===== src/rtl/core/stsp_pkg.sv =====
`timescale 1ns / 1ps
// ----------------------------------------------------------------------------
// stsp_pkg
// Shared constants and types for the stereo XY scope ring plotter.
// ----------------------------------------------------------------------------
package stsp_pkg;

  // Gain is unsigned Q4.12, deflections carry 8 fraction bits
  localparam int GAIN_W      = 16;
  localparam int GAIN_FRAC   = 12;
  localparam int XY_FRAC     = 8;
  localparam int RING_W      = 12;
  localparam int CFG_IDX_W   = 2;
  localparam int QUEUE_DEPTH = 2;

  // Register values after reset
  localparam int                RST_WIDTH  = 80;
  localparam int                RST_HEIGHT = 24;
  localparam logic [GAIN_W-1:0] RST_GAIN   = 16'd4096;

  // Configuration register indexes
  typedef enum logic [CFG_IDX_W-1:0] {
    CFG_WIDTH  = 2'd0,
    CFG_HEIGHT = 2'd1,
    CFG_GAIN   = 2'd2
  } cfg_reg_t;

  // Ring count unit status
  typedef struct packed {
    logic              busy;
    logic [RING_W-1:0] count;
  } ring_stat_t;

endpackage


===== src/rtl/core/stsp_ring.sv =====
`timescale 1ns / 1ps
// ----------------------------------------------------------------------------
// stsp_ring
// Ring count unit: floor(sqrt(w^2 + 4h^2)), one root bit per cycle.
// ----------------------------------------------------------------------------
module stsp_ring #(
  parameter int DIM_BITS = 10
) (
  input  logic                  clk,
  input  logic                  rst_n,
  input  logic                  start,
  input  logic [DIM_BITS-1:0]   wnd_w,
  input  logic [DIM_BITS-1:0]   wnd_h,
  output stsp_pkg::ring_stat_t  stat
);
  import stsp_pkg::*;

  localparam int RCW     = 2 * DIM_BITS + 3;
  localparam int RC_ROOT = DIM_BITS + 2;
  localparam logic [RCW-1:0] TOP_BIT = RCW'(1) << (2 * (RC_ROOT - 1));

  logic              busy_r;
  logic [RCW-1:0]    v_r;
  logic [RCW-1:0]    root_r;
  logic [RCW-1:0]    bit_r;
  logic [RING_W-1:0] count_r;
  logic [RCW-1:0]    trial;
  logic [RCW-1:0]    root_nxt;
  logic [RCW-1:0]    v_nxt;

  assign stat.busy  = busy_r;
  assign stat.count = count_r;

  // One step of the digit-by-digit root
  always_comb begin
    trial = root_r + bit_r;
    if (v_r >= trial) begin
      v_nxt    = v_r - trial;
      root_nxt = (root_r >> 1) + bit_r;
    end else begin
      v_nxt    = v_r;
      root_nxt = root_r >> 1;
    end
  end

  // Hold busy from start until the last root bit
  always_ff @(posedge clk) begin
    if (!rst_n) begin
      busy_r <= 1'b0;
    end else if (start) begin
      busy_r <= 1'b1;
    end else if (busy_r && (bit_r == RCW'(1))) begin
      busy_r <= 1'b0;
    end
  end

  // Load operand and iterate
  always_ff @(posedge clk) begin
    if (start) begin
      v_r    <= RCW'(wnd_w) * RCW'(wnd_w)
              + ((RCW'(wnd_h) * RCW'(wnd_h)) << 2);
      root_r <= '0;
      bit_r  <= TOP_BIT;
    end else if (busy_r) begin
      v_r    <= v_nxt;
      root_r <= root_nxt;
      bit_r  <= bit_r >> 2;
      if (bit_r == RCW'(1)) begin
        count_r <= RING_W'(root_nxt);
      end
    end
  end

endmodule


===== config.mk =====
export PLATFORM = sky130hd
export DESIGN_NAME = stsp_ring
export DESIGN_NICKNAME = d
export VERILOG_FILES = /design/src/rtl/core/stsp_pkg.sv /design/src/rtl/core/stsp_ring.sv
export SDC_FILE = /design/constraint.sdc
export NUM_CORES = 1
export LEC_CHECK = 0
export ABC_AREA = 1
export BUFFER_PORTS_ARGS = -buffer_cell sky130_fd_sc_hd__clkbuf_2
export CAP_MARGIN = 20
export CELL_PAD_IN_SITES_DETAIL_PLACEMENT = 1
export CELL_PAD_IN_SITES_GLOBAL_PLACEMENT = 2
export CORE_MARGIN = 10
export CORE_UTILIZATION = 30
export CTS_CLUSTER_DIAMETER = 40
export CTS_CLUSTER_SIZE = 8
export DETAILED_ROUTE_END_ITERATION = 10
export HOLD_SLACK_MARGIN = 0.05
export PLACE_DENSITY = 0.7
export SLEW_MARGIN = 10
export SYNTH_ARGS = -nofsm -noshare
export SYNTH_HDL_FRONTEND = slang
export SYNTH_SLANG_ARGS = --single-unit

===== constraint.sdc =====
create_clock -name clk -period 18.7 [get_ports clk]
set_input_delay 0.935 -clock clk [delete_from_list [all_inputs] [get_ports clk]]
set_output_delay 0.935 -clock clk [all_outputs]
set_load 0.005 [all_outputs]

==> summary.md <==
| Metric | Value |
|---|---|
| Worst setup SP type | primary input |
| Max Slew Vio Count | 0 |
| Worst Hold Class | reg2reg |
| DRT Pass-1 Iters | 5 |
| DR DRC count | 0 |
| Ant diodes | 0 |
| Endpoints failing setup | 0 |
| R2R setup slack | 14.15 ns |
| Critical path type | in2reg |
| Worst hold path startpoint | bit_r[16] |
| Deepest clock path buffer count | 2 |
| PostCTS Resize Cnt | 0 |
| Final worst-path cycle share | 42.02% |
| Final hold violations | 0 |
| Arr. time, crit path | 7.96 ns |
| CTS Root Cell | clkbuf_16 |
| RSZ-0062 raised after global routing | no |
| Layout fillers | 5237 |
| Reg-to-Reg End | v_r[8] |
| Iter 0 DRT Violations | 558 |
| Global-route usage over all layers | 15.98% |
| CTS Sinks | roughly 70 |
| Initial antenna violation count | 0 |
| Reg area | 1772 µm² |
| Sum Neg Setup Slack | 0 ns |
| Worst Hold End | bit_r[14] |
| Pin count of the biggest net entering global routing | 56 |
| Total CTS buffers | 9 |
| Register area share after synthesis | 14.23% |
| Primary FF master, synth | dfxtp_1 |
| H-Tree Level Count | 3 |
| DR WL/cell | between 15 and 20 µm |
| Share of flip-flops with an asynchronous set or reset | 0% |
| Post-CTS Hold Fix Bufs | 0 |
| GRT Residual Overflow | 0 |
| GRT met2 Usage | 26.61% |
| Min Tclk post-route | 7.858 ns |
| Final std cells w/o fill | between 2000 and 2500 |
| Most frequent cell after synthesis | nand2_1 |
| Worst R2R Path Depth | 19 |
| Synth cell types | 43 |
| Synth warn | 0 |
| Slew Limit Headroom | 43.36% |
| Status | finished clean |
| Worst-Margin Slew | 0.8486 ns |
| Post-CTS setup repair buffer count | 0 |
| Vias | 11350 |
| Yosys top cell by area | fa_1 |
| Fmax | 127.3 MHz |
| Vias in the first global route | around 12000 |
| Antenna Nets Post-Route | 0 |
| Cell row count | 74 |
| Clock skew | 0.01439 ns |
| Post-synth top cells | nand2_1 (492), inv_1 (379), ha_1 (146), nor2_1 (146), fa_1 (110) |
| Area post-placement | 13130 µm² |
| Max Fanout on Critical Path | 12 |
| Placer Congestion | ~0.84 |
| Fin Hold WS | 0.5556 ns |
| Post-Route WL | approximately 40000 µm |
| Die Wd | 223.7 µm |
| Clock Latency Late Sink | 0.36 ns |
| Most common cell on crit path | nand2_1 |
| Syn nets | 2110 |
| CTS tree | yes |
| Slowest stage delay, CP | 0.58 ns |
| GRT busiest layer | met2 |
| Initial Utilization | 30.41% |
| Layout cell share with drive strength beyond 1 | 4.173% |
| Design area | roughly 13000 µm² |
| Slowest-stage cell, CP | fa_1 |
| Synth Instances | 1831 |
| Worst setup EP type | flip-flop |
| Worst r2r src | root_r[2] |
| Vias per cell | 4.775 |
| Post-Place Cells | approximately 2400 |
| Hold path cells | 2 |
| Top cells by area, synth | fa_1 (18%), nand2_1 (15%), ha_1 (15%) |
| Area Growth Syn to Fin | 8.153% |
| Buffers on Ports | 35 |
| Synthesized flop and latch total | 71 |
| WP data required | around 19 ns |
| Mapped Avg Cell Area | 6.798 µm² |
| DP HPWL | 32780 µm |
| Core footprint | 40920 µm² |
| Area of the multi-input gates | 9056 µm² |
| DIE HEIGHT | 223.7 µm |
| Synthesized area | ~12000 µm² |
| Share of the synthesized area in the top cell type | between 10% and 20% |
| # IOs | 36 |
| Max-cap viol count | 0 |
| Clock Pin Slew Worst Setup and Hold Paths | 0.07 ns |
| EDFF count, synth | 35 |
| First-pass GRT wire length | ~66000 µm |
| Full die area | 50040 µm² |
| GR Util met3 | 1.524% |
| Met1 Use GR | 22.36% |
| Nets@finish | 2119 |
[sequential cells by signal, indices dropped and copies added, names as in the netlist]
register  cells
busy_r        1
v_r          23
bit_r        12
count_r      12
root_r       23
[metrics by stage]
| step | setup slack [ns] | util [%] |
|---|---|---|
| final | 10.84 | 32.89 |
| after global routing | 10.14 | 32.89 |
| after CTS | 10.72 | 32.89 |
| after detailed placement | 10.41 | 32.09 |
| after global placement | 10.48 | 32.09 |
| after floorplan | 11.29 | - |
[worst max-delay path, delay by kind of cell]
kind / cells / cell delay [ns]
AOI/OAI and AO/OA: 1 / 0.38
xor gates and xnor gates: 1 / 0.18
adders and majority gates: 10 / 4.45
buffers and inverters: 6 / 0.66
and+or+nand+nor: 12 / 1.36
[cell type report]
cell class                 instances  area share (%)
sequential                        71           13.16
clock buffer                       9           1.673
tap                              532           4.945
multi-input combinational       1338           67.27
timing repair buffer              40           1.580
inverter                         380           10.60
clock inverter                     7          0.7714
[cell usage in the layout (no fill, tap or decap), types with 6 or more instances in the layout]
cell type,count
or2_2,6
inv_1,379
clkbuf_16,9
xor2_1,46
xnor2_1,12
o21ai_0,81
nor2_1,146
fa_1,110
ha_1,146
nor3_1,16
a21boi_0,6
nand3_1,107
a21oi_1,86
o21bai_1,11
o21ai_1,10
nand3b_1,7
a21o_1,8
dfxtp_1,36
edfxtp_1,35
nand4_1,12
clkbuf_2,35
nand2_1,492
[cell families (layout without fill, tap and decap cells)]
group           count (synthesis)  in the layout  share of synthesized area, %
fa+ha+maj                     256            256                         32.37
flops                          71             71                         14.23
simple gates                  803            803                         26.53
compound gates                221            221                         9.781
buf+inv                       422            436                         13.01
xor+xnor                       58             58                         4.081
[routing by layer]
metal	up-vias	wire, µm
li1	5718	-
met1	5533	20130
met2	79	17660
met3	19	742
met4	0	314
met5	-	0
[worst max-delay path by stage]
stage,startpoint,end,cells after the start
after floorplan,wnd_h[7],v_r[17],30
after global placement,wnd_h[7],v_r[21],30
after detailed placement,wnd_h[7],v_r[17],30
after CTS,wnd_h[7],v_r[17],30
after global routing,wnd_h[7],v_r[17],30
final,wnd_h[7],v_r[17],30
Power is left out: the tool's default activity adds up to more than one toggle a clock period on the data nets, which glitch-free logic cannot reach.
