===== src/rtl/core/stsp_pkg.sv =====
`timescale 1ns / 1ps
// ----------------------------------------------------------------------------
// stsp_pkg
// Shared constants and types for the stereo XY scope ring plotter.
// ----------------------------------------------------------------------------
package stsp_pkg;

  // Gain is unsigned Q4.12, deflections carry 8 fraction bits
  localparam int GAIN_W      = 16;
  localparam int GAIN_FRAC   = 12;
  localparam int XY_FRAC     = 8;
  localparam int RING_W      = 12;
  localparam int CFG_IDX_W   = 2;
  localparam int QUEUE_DEPTH = 2;

  // Register values after reset
  localparam int                RST_WIDTH  = 80;
  localparam int                RST_HEIGHT = 24;
  localparam logic [GAIN_W-1:0] RST_GAIN   = 16'd4096;

  // Configuration register indexes
  typedef enum logic [CFG_IDX_W-1:0] {
    CFG_WIDTH  = 2'd0,
    CFG_HEIGHT = 2'd1,
    CFG_GAIN   = 2'd2
  } cfg_reg_t;

  // Ring count unit status
  typedef struct packed {
    logic              busy;
    logic [RING_W-1:0] count;
  } ring_stat_t;

endpackage


===== src/rtl/core/stsp_queue.sv =====
`timescale 1ns / 1ps
// ----------------------------------------------------------------------------
// stsp_queue
// Short first-in first-out queue between the front and back parts.
// ----------------------------------------------------------------------------
module stsp_queue #(
  parameter int WIDTH = 8
) (
  input  logic             clk,
  input  logic             rst_n,
  input  logic             push,
  input  logic [WIDTH-1:0] push_data,
  output logic             full,
  input  logic             pop,
  output logic             not_empty,
  output logic [WIDTH-1:0] head_data
);
  import stsp_pkg::*;

  localparam int PTR_W = (QUEUE_DEPTH > 1) ? $clog2(QUEUE_DEPTH) : 1;
  localparam int CNT_W = PTR_W + 1;

  logic [WIDTH-1:0] mem_r [QUEUE_DEPTH];
  logic [PTR_W-1:0] wr_ptr_r;
  logic [PTR_W-1:0] rd_ptr_r;
  logic [CNT_W-1:0] count_r;
  logic [CNT_W-1:0] count_nxt;

  assign full      = (count_r == CNT_W'(QUEUE_DEPTH));
  assign not_empty = (count_r != '0);
  assign head_data = mem_r[rd_ptr_r];

  // Track fill level
  always_comb begin
    count_nxt = count_r;
    if (push && !pop) begin
      count_nxt = count_r + CNT_W'(1);
    end else if (pop && !push) begin
      count_nxt = count_r - CNT_W'(1);
    end
  end

  // Advance pointers
  always_ff @(posedge clk) begin
    if (!rst_n) begin
      wr_ptr_r <= '0;
      rd_ptr_r <= '0;
      count_r  <= '0;
    end else begin
      count_r <= count_nxt;
      if (push) begin
        wr_ptr_r <= (wr_ptr_r == PTR_W'(QUEUE_DEPTH - 1)) ? '0 : wr_ptr_r + PTR_W'(1);
      end
      if (pop) begin
        rd_ptr_r <= (rd_ptr_r == PTR_W'(QUEUE_DEPTH - 1)) ? '0 : rd_ptr_r + PTR_W'(1);
      end
    end
  end

  // Store words
  always_ff @(posedge clk) begin
    if (push) begin
      mem_r[wr_ptr_r] <= push_data;
    end
  end

endmodule


===== src/rtl/core/stsp_front.sv =====
`timescale 1ns / 1ps
// ----------------------------------------------------------------------------
// stsp_front
// Accepts sample words, splits each sample into sign, magnitude and window
// half, and places the classified word in the queue.
// ----------------------------------------------------------------------------
module stsp_front #(
  parameter int SAMPLE_BITS = 16,
  parameter int DIM_BITS    = 10
) (
  input  logic                                   clk,
  input  logic                                   rst_n,
  input  logic                                   in_valid,
  output logic                                   in_stall,
  input  logic signed [SAMPLE_BITS-1:0]          in_left_sample,
  input  logic signed [SAMPLE_BITS-1:0]          in_right_sample,
  input  logic                                   in_frame_last,
  input  logic [DIM_BITS-1:0]                    wnd_w,
  input  logic [DIM_BITS-1:0]                    wnd_h,
  input  logic                                   q_pop,
  output logic                                   q_not_empty,
  output logic [2*(1+SAMPLE_BITS+DIM_BITS):0]    q_head
);
  import stsp_pkg::*;

  typedef struct packed {
    logic                   xneg;
    logic [SAMPLE_BITS-1:0] xmag;
    logic [DIM_BITS-1:0]    xhalf;
    logic                   yneg;
    logic [SAMPLE_BITS-1:0] ymag;
    logic [DIM_BITS-1:0]    yhalf;
    logic                   last;
  } entry_t;

  localparam int ENTRY_W = $bits(entry_t);

  entry_t entry;
  logic   full;
  logic   push;

  // Split a sample into sign and magnitude and pick the window half
  always_comb begin
    entry.xneg  = in_left_sample[SAMPLE_BITS-1];
    entry.xmag  = entry.xneg ? -in_left_sample : in_left_sample;
    entry.xhalf = entry.xneg ? (wnd_w >> 1) : (wnd_w - (wnd_w >> 1));
    entry.yneg  = in_right_sample[SAMPLE_BITS-1];
    entry.ymag  = entry.yneg ? -in_right_sample : in_right_sample;
    entry.yhalf = entry.yneg ? (wnd_h >> 1) : (wnd_h - (wnd_h >> 1));
    entry.last  = in_frame_last;
  end

  assign in_stall = full;
  assign push     = in_valid && !full;

  stsp_queue #(
    .WIDTH (ENTRY_W)
  ) u_queue (
    .clk       (clk),
    .rst_n     (rst_n),
    .push      (push),
    .push_data (entry),
    .full      (full),
    .pop       (q_pop),
    .not_empty (q_not_empty),
    .head_data (q_head)
  );

endmodule


===== config.mk =====
export PLATFORM = sky130hd
export DESIGN_NAME = stsp_front
export DESIGN_NICKNAME = d
export VERILOG_FILES = /design/src/rtl/core/stsp_pkg.sv /design/src/rtl/core/stsp_queue.sv /design/src/rtl/core/stsp_front.sv
export SDC_FILE = /design/constraint.sdc
export NUM_CORES = 1
export LEC_CHECK = 0
export BUFFER_PORTS_ARGS = -buffer_cell sky130_fd_sc_hd__clkbuf_2
export CORE_ASPECT_RATIO = 1.25
export CORE_MARGIN = 1.5
export CORE_UTILIZATION = 57
export CTS_BUF_LIST = sky130_fd_sc_hd__clkbuf_8
export DETAILED_ROUTE_END_ITERATION = 8
export HOLD_SLACK_MARGIN = 0.06
export PLACE_DENSITY = 0.82
export SLEW_MARGIN = 20
export SYNTH_ARGS = -nofsm -noshare
export SYNTH_HDL_FRONTEND = slang
export SYNTH_HIERARCHICAL = 1
export SYNTH_SLANG_ARGS = --single-unit
export TNS_END_PERCENT = 50

===== constraint.sdc =====
create_clock -name clk -period 5.7 [get_ports clk]
set_clock_uncertainty 0.2 [all_clocks]
set_input_delay 0.285 -clock clk [delete_from_list [all_inputs] [get_ports clk]]
set_output_delay 0.285 -clock clk [all_outputs]
set_load 0.05 [all_outputs]

==> results of run 1 <==
==> sequential cells by signal, indices dropped and copies added (netlist names), named ones only <==
signal            cells
u_queue/rd_ptr_r      1
u_queue/mem_r       110
u_queue/count_r       2
u_queue/wr_ptr_r      1
==> routing by layer <==
| metal | wire length, um | share of wire [%] | global-route usage (%) | vias to the layer above |
|---|---|---|---|---|
| met1 | 4581 | 40 | 26.60 | 1907 |
| met2 | 6073 | 53 | 38.02 | 121 |
| met3 | 532 | 4.7 | 6.627 | 23 |
| li1 | - | - | - | 1928 |
| met5 | 0 | 0 | 0 | - |
| met4 | 245 | 2.1 | 8.586 | 0 |
==> cell usage in the layout, fill, tap and decap left out, types with 9 or more instances in the layout <==
cell type and n:
a21oi_1 9, clkbuf_2 113, clkbuf_8 23, dlygate4sd3_1 37, edfxtp_1 110, ha_1 21, inv_1 37, mux2_2 57
nand2_1 23, nor2_1 11, o21ai_0 25, o31ai_1 11, xnor2_1 30
==> repair_timing <==
item                                    in CTS  in global routing
hold buffers                                37                  0
endpoints found under the setup margin       0                  0
endpoints found under the hold margin       77                  0
==> worst max path at each step <==
stage                                       to  slack [ps]  depth (start not counted)
after floorplan            u_queue/mem_r[0][0]        1580                          3
after global placement    u_queue/mem_r[0][24]        3230                          6
after detailed placement  u_queue/mem_r[1][24]        3150                          6
after CTS                 u_queue/mem_r[1][24]        3050                          7
after global routing      u_queue/mem_r[0][10]        2910                          8
final                     u_queue/mem_r[0][10]        3020                          9
==> through the flow <==
stage / instances / utilization [%]
after floorplan: 432 / -
after global placement: 663 / 64.83
after global routing: 732 / 72.58
after CTS: 732 / 72.58
after detailed placement: 663 / 64.83
final: 732 / 72.58
==> critical path, cell delays in order <==
cell	delay (ps)
dlygate4sd3_1	520
clkbuf_2	130
inv_1	50
ha_1	340
and3_1	190
a21oi_1	230
nand3_1	160
a221oi_1	350
mux2_2	390
==> where the power goes <==
group	internal, mW	total (mW)	switching, mW
registers	1.05	1.07	0.0223
clock network	0.449	0.746	0.297
logic	0.209	0.671	0.462
total	1.71	2.49	0.781
==> cell type report <==
class / count / area [um^2]
clock inverter: 9 / 88.84
fill: 655 / 2743
timing repair buffer: 153 / 958.4
inverter: 32 / 120.1
sequential: 115 / 3405
multi-input combinational: 271 / 2211
tap: 129 / 161.4
clock buffer: 23 / 316.6
==> cells by family after synthesis <==
| family | Yosys count |
|---|---|
| muxes | 59 |
| and+or+nand+nor | 84 |
| AOI/OAI and AO/OA | 70 |
| adders and majority gates | 23 |
| buffers and inverters | 46 |
| xor gates and xnor gates | 35 |
| DFF | 115 |
==> impl_metrics.yaml, run 1 <==
logic_synthesis:
  synth_common_cells: "edfxtp_1 (110), mux2_2 (57), inv_1 (32), xnor2_1 (30), o21ai_0 (25)"
  synthAdderAreaFrac_pct: 5.203
  yosysMostFrequentCell: "edfxtp_1"
  synth_seq_area_share_pct: 58.48
  synth_area_leaders: "edfxtp_1 (57%), mux2_2 (11%), ha_1 (4.5%), xnor2_1 (4.5%), o21ai_0 (2.2%)"
  synth_top_area_share_pct: 56.76
  syn_inst: 432
  synth_area_um2: 5819
  ys_types: 45
  synth_nets: 512
  synth_xor_area_share_pct: 5.268
  synth_compound_gate_area_share_pct: 8.127
  synth_top_family_by_area: "multiplexers"
  ys_seq_elements: 115
  synth_edf_count: 110
  synthMuxAreaShare_pct: 11.37
  synth_ff_type: "edfxtp_1"
  synth-simple-area-share_pct: 7.869
  avgSynthCellArea_um2: 13.47
  async_flop_share_pct: 0
  ys_warn_count: 6
  yosysTopAreaCell: "edfxtp_1"
floorplan:
  core-area_um2: 10000
  die_area_um2: 10830
  start_util_pct: 58.17
  ios: 114
  rows: 41
  die_w_um: 93.38
  die_y_um: 116.0
job:
  maxCapViolations: 0
sta:
  max_freq_mhz: 373.3
  tns_ps: 0
  rsz0062_at_grt: "false"
  finalMaxSlewViolations: 0
  fin_crit_sh_pct: 47.00
  tightest_slew_ps: 755.7
  finalWorstSetupSlack_ps: 3021
  period_needed_ps: 2679
  setup_viol: 0
  hold-worst-slack_ps: 82.60
  relSlewSlack_pct: 49.62
  hold_viol_final: 0
clock_network:
  numCtsBuffers: 17
  clock_sinks: 115
  h-tree-depth: 4
  cts_tree: "yes"
  cts_buffer_depth: 2
  path_clk_slew_ps: 60
  clock-root-buffer: "clkbuf_8"
  clock_latency_ps: 420
  post_cts_buffers: 0
  ctsResizeCount: 0
critical_path:
  rrSetupSlack_ps: 3430
  r2r_cells: 4
  worst_setup_path_end_kind: "register"
  arrival_ps: 2650
  reg2reg_to: "u_queue/mem_r[0][52]"
  critical_path.startpoint: "wnd_h[4]"
  path_class: "input port to register"
  crit_path_start_kind: "input port"
  reg2reg_from: "u_queue/count_r[0]"
  cp_data_required_time_ps: 5670
  critPathMaxFanout: 5
global_routing:
  first_global_vias: 3913
  grt_remaining_overflow: 0
  grt_max_degree: 57
  grt_pass1_wl_mm: 18.53
  antenna_found_initial: 0
  track_usage_pct: 22.30
placed_design:
  pre_cts_slack_ps: 3154
  place_area_um2: 6485
  gp_congestion: 0.8343
  place_hpwl_mm: 7.406
  io_buffers: 113
drt:
  num_vias: 3979
  firstDrtPassIters: 4
  drt_iter0_drc: 180
  finalWirelength_mm: 11.43
  vias_per_cell: 5.436
  postRouteAntennaNets: 0
  drt_drc_violations_left: 0
  detail_route.wl_per_cell_um: 15.62
layout:
  syn_to_final_growth_pct: 24.77
  antennaDiodeCount: 0
  drive_above_1_share_pct: 34.66
  final_nets: 670
  final_area_um2: 7261
power:
  irDropWorstVdd_v: 0.0002273
  total_power_mw: 2.488
  leakagePower_nw: 2.921
  powerDensity_nw_per_um2: 342.7
worst_hold_path:
  whs_path_depth: 3
  hold_end: "u_queue/mem_r[0][29]"
  hp-start: "wnd_w[2]"
  hp-class: "input port to register"
status:
  status: "finished, final reports clean"
Power figures use the tool's default switching activity.
==> run 2: changes to the inputs <==
Clock period 5.7 ns to 2.6 ns, I/O delays scaled along.
==> run 2 against run 1 <==
  * Via count grew 4.2%
  * Clock-buffer cell count is 3 lower
  * Non-clock buffer count is 27 higher
  * Sequential share of layout area decreased by 1.5 points
  * Wire length rose by 5.6%
  * Combinational power grew 130%
  * Global-route usage rose by 1.1 points
  * Sequential power up 120%
  * Clock power up 94%
  * Die area unchanged
  * Final cell count is 3.7% higher
  * Hold slack gained 46 ps
  * Critical path type unchanged
  * Critical endpoint is now u_queue/mem_r[0][51]
  * Largest power group unchanged
==> impl_metrics.yaml, run 2 (synthesis gave the netlist of run 1 again) <==
critical_path:
  r2r_cells: 6
  arrival_ps: 2510
  reg2reg_to: "u_queue/wr_ptr_r"
  path_class: "input port to register"
  cp_data_required_time_ps: 2570
  crit_path_start_kind: "input port"
  reg2reg_from: "u_queue/count_r[0]"
  rrSetupSlack_ps: 180
  critPathMaxFanout: 4
  worst_setup_path_end_kind: "register"
  cp-endpoint: "u_queue/mem_r[0][51]"
  critical_path.startpoint: "in_left_sample[3]"
floorplan:
  ios: 114
  die_w_um: 93.38
  start_util_pct: 58.17
  rows: 41
  die_y_um: 116.0
  die_area_um2: 10830
  core-area_um2: 10000
power:
  leakagePower_nw: 3.024
  p_sw_mw: 1.728
  p_clk_share_pct: 27.3
  combPwrFrac_pct: 28.6
  irDropWorstVdd_v: 0.0004933
  p_seq_share_pct: 44.1
  powerDensity_nw_per_um2: 708.6
  p_int_mw: 3.588
  p_sw_share_pct: 32.50
layout:
  layout.cells.non_filler: 759
  final_cell_mix: "clkbuf_2 (113), edfxtp_1 (110), dlygate4sd3_1 (61), mux2_2 (57), inv_1 (38)"
  final_area_um2: 7502
  syn_to_final_growth_pct: 28.92
  final_nets: 697
  antennaDiodeCount: 0
  mostFrequentLayoutCell: "clkbuf_2"
  reg_top3: "u_queue/mem_r x110, u_queue/count_r x2"
  largest_reg_flops: 110
  drive_above_1_share_pct: 34.29
  largest-register: "u_queue/mem_r"
sta:
  tns_ps: 0
  max_freq_mhz: 394.0
  finalMaxSlewViolations: 0
  period_needed_ps: 2538
  relSlewSlack_pct: 51.01
  hold_viol_final: 0
  tightest_slew_ps: 734.9
  setup_viol: 0
  fin_crit_sh_pct: 97.63
drt:
  firstDrtPassIters: 4
  finalWirelength_mm: 12.07
  num_vias: 4146
  drt_drc_violations_left: 0
  drt_iter0_drc: 200
  postRouteAntennaNets: 0
  detail_route.wl_per_cell_um: 15.90
  vias_per_cell: 5.462
global_routing:
  track_usage_pct: 23.36
  antenna_found_initial: 0
  first_global_vias: 4137
  grt_remaining_overflow: 0
  grt_pass1_wl_mm: 18.89
  grt_max_degree: 40
status:
  status: "finished, final reports clean"
clock_network:
  cts_tree: "yes"
  h-tree-depth: 4
  cts_buffer_depth: 2
  clock_latency_ps: 430
  numCtsBuffers: 17
  post_cts_buffers: 0
  clock-root-buffer: "clkbuf_8"
  clock_sinks: 115
  path_clk_slew_ps: 70
worst_hold_path:
  hp-class: "input port to register"
  hp-start: "in_left_sample[4]"
  whs_path_depth: 4
placed_design:
  dp.cells: 666
  place_area_um2: 6507
  io_buffers: 113
  gp_congestion: 0.8388
  place_hpwl_mm: 7.541
job:
  maxCapViolations: 0
[run 2: cell types whose count changed in the layout (fill, tap and decap cells not counted), sizes merged]
| cell | previous run | this run |
|---|---|---|
| dlygate4sd3 | 37 | 61 |
| bufinv | 2 | 1 |
| buf | 3 | 6 |
| clkbuf | 136 | 133 |
| clkinv | 2 | 5 |
| inv | 37 | 38 |
[run 2: per-layer routing]
layer  GRT usage, %  up-vias  wire (um)
met4          12.22        0        312
met3          7.218       28        595
met2          42.27      141       6664
li1               -     1978          -
met5              0        -          0
met1          24.02     1999       4497
[run 2: timing repair]
action | CTS | global route
endpoints found under the hold margin | 111 | 0
hold buffers | 61 | 0
endpoints found under the setup margin | 0 | 8
resized for setup | 0 | 6
[run 2: power groups by stage]
stage,sequential [mW],combinational (mW),clock (mW)
after floorplan,2.37,1.11,0
after global placement,2.37,1.40,0
after detailed placement,2.39,1.43,0
after CTS,2.35,1.51,1.48
after global routing,2.36,1.62,1.56
final,2.35,1.52,1.45
[run 2: cell type report]
class	instances	area, um^2
clock buffers	20	275.3
clock inverters	12	77.57
fillers	630	2501
inverters	32	120.1
multi-input cells	271	2242
flip-flops and latches	115	3405
well taps	129	161.4
repair buffers	180	1221
[run 2: worst min-delay path by stage]
stage	to	slack, ps
after floorplan	u_queue/mem_r[0][0]	30
after global placement	u_queue/mem_r[1][0]	130
after detailed placement	u_queue/mem_r[0][0]	130
after CTS	u_queue/mem_r[1][43]	110
after global routing	u_queue/mem_r[0][43]	170
final	u_queue/mem_r[0][43]	130
[run 2: critical path, cell delays in order]
cell and delay, ps:
dlygate4sd3_1 560, clkbuf_2 160, or4_1 490, nor2_4 160, nand3_2 120, o31ai_2 240
xnor2_1 90, dlygate4sd3_1 560
[run 2: metrics by stage]
step                      power [mW]  setup WS, ps  hold slack (ps)  util [%]
final                          5.316         61.68            128.7     75.00
after global routing           5.543        -43.37            174.0     75.00
after CTS                      5.340         3.031            106.5     74.68
after detailed placement       3.815         196.3            132.7     65.05
after global placement         3.770         285.4            125.6     65.05
after floorplan                3.485        -304.1            28.87         -
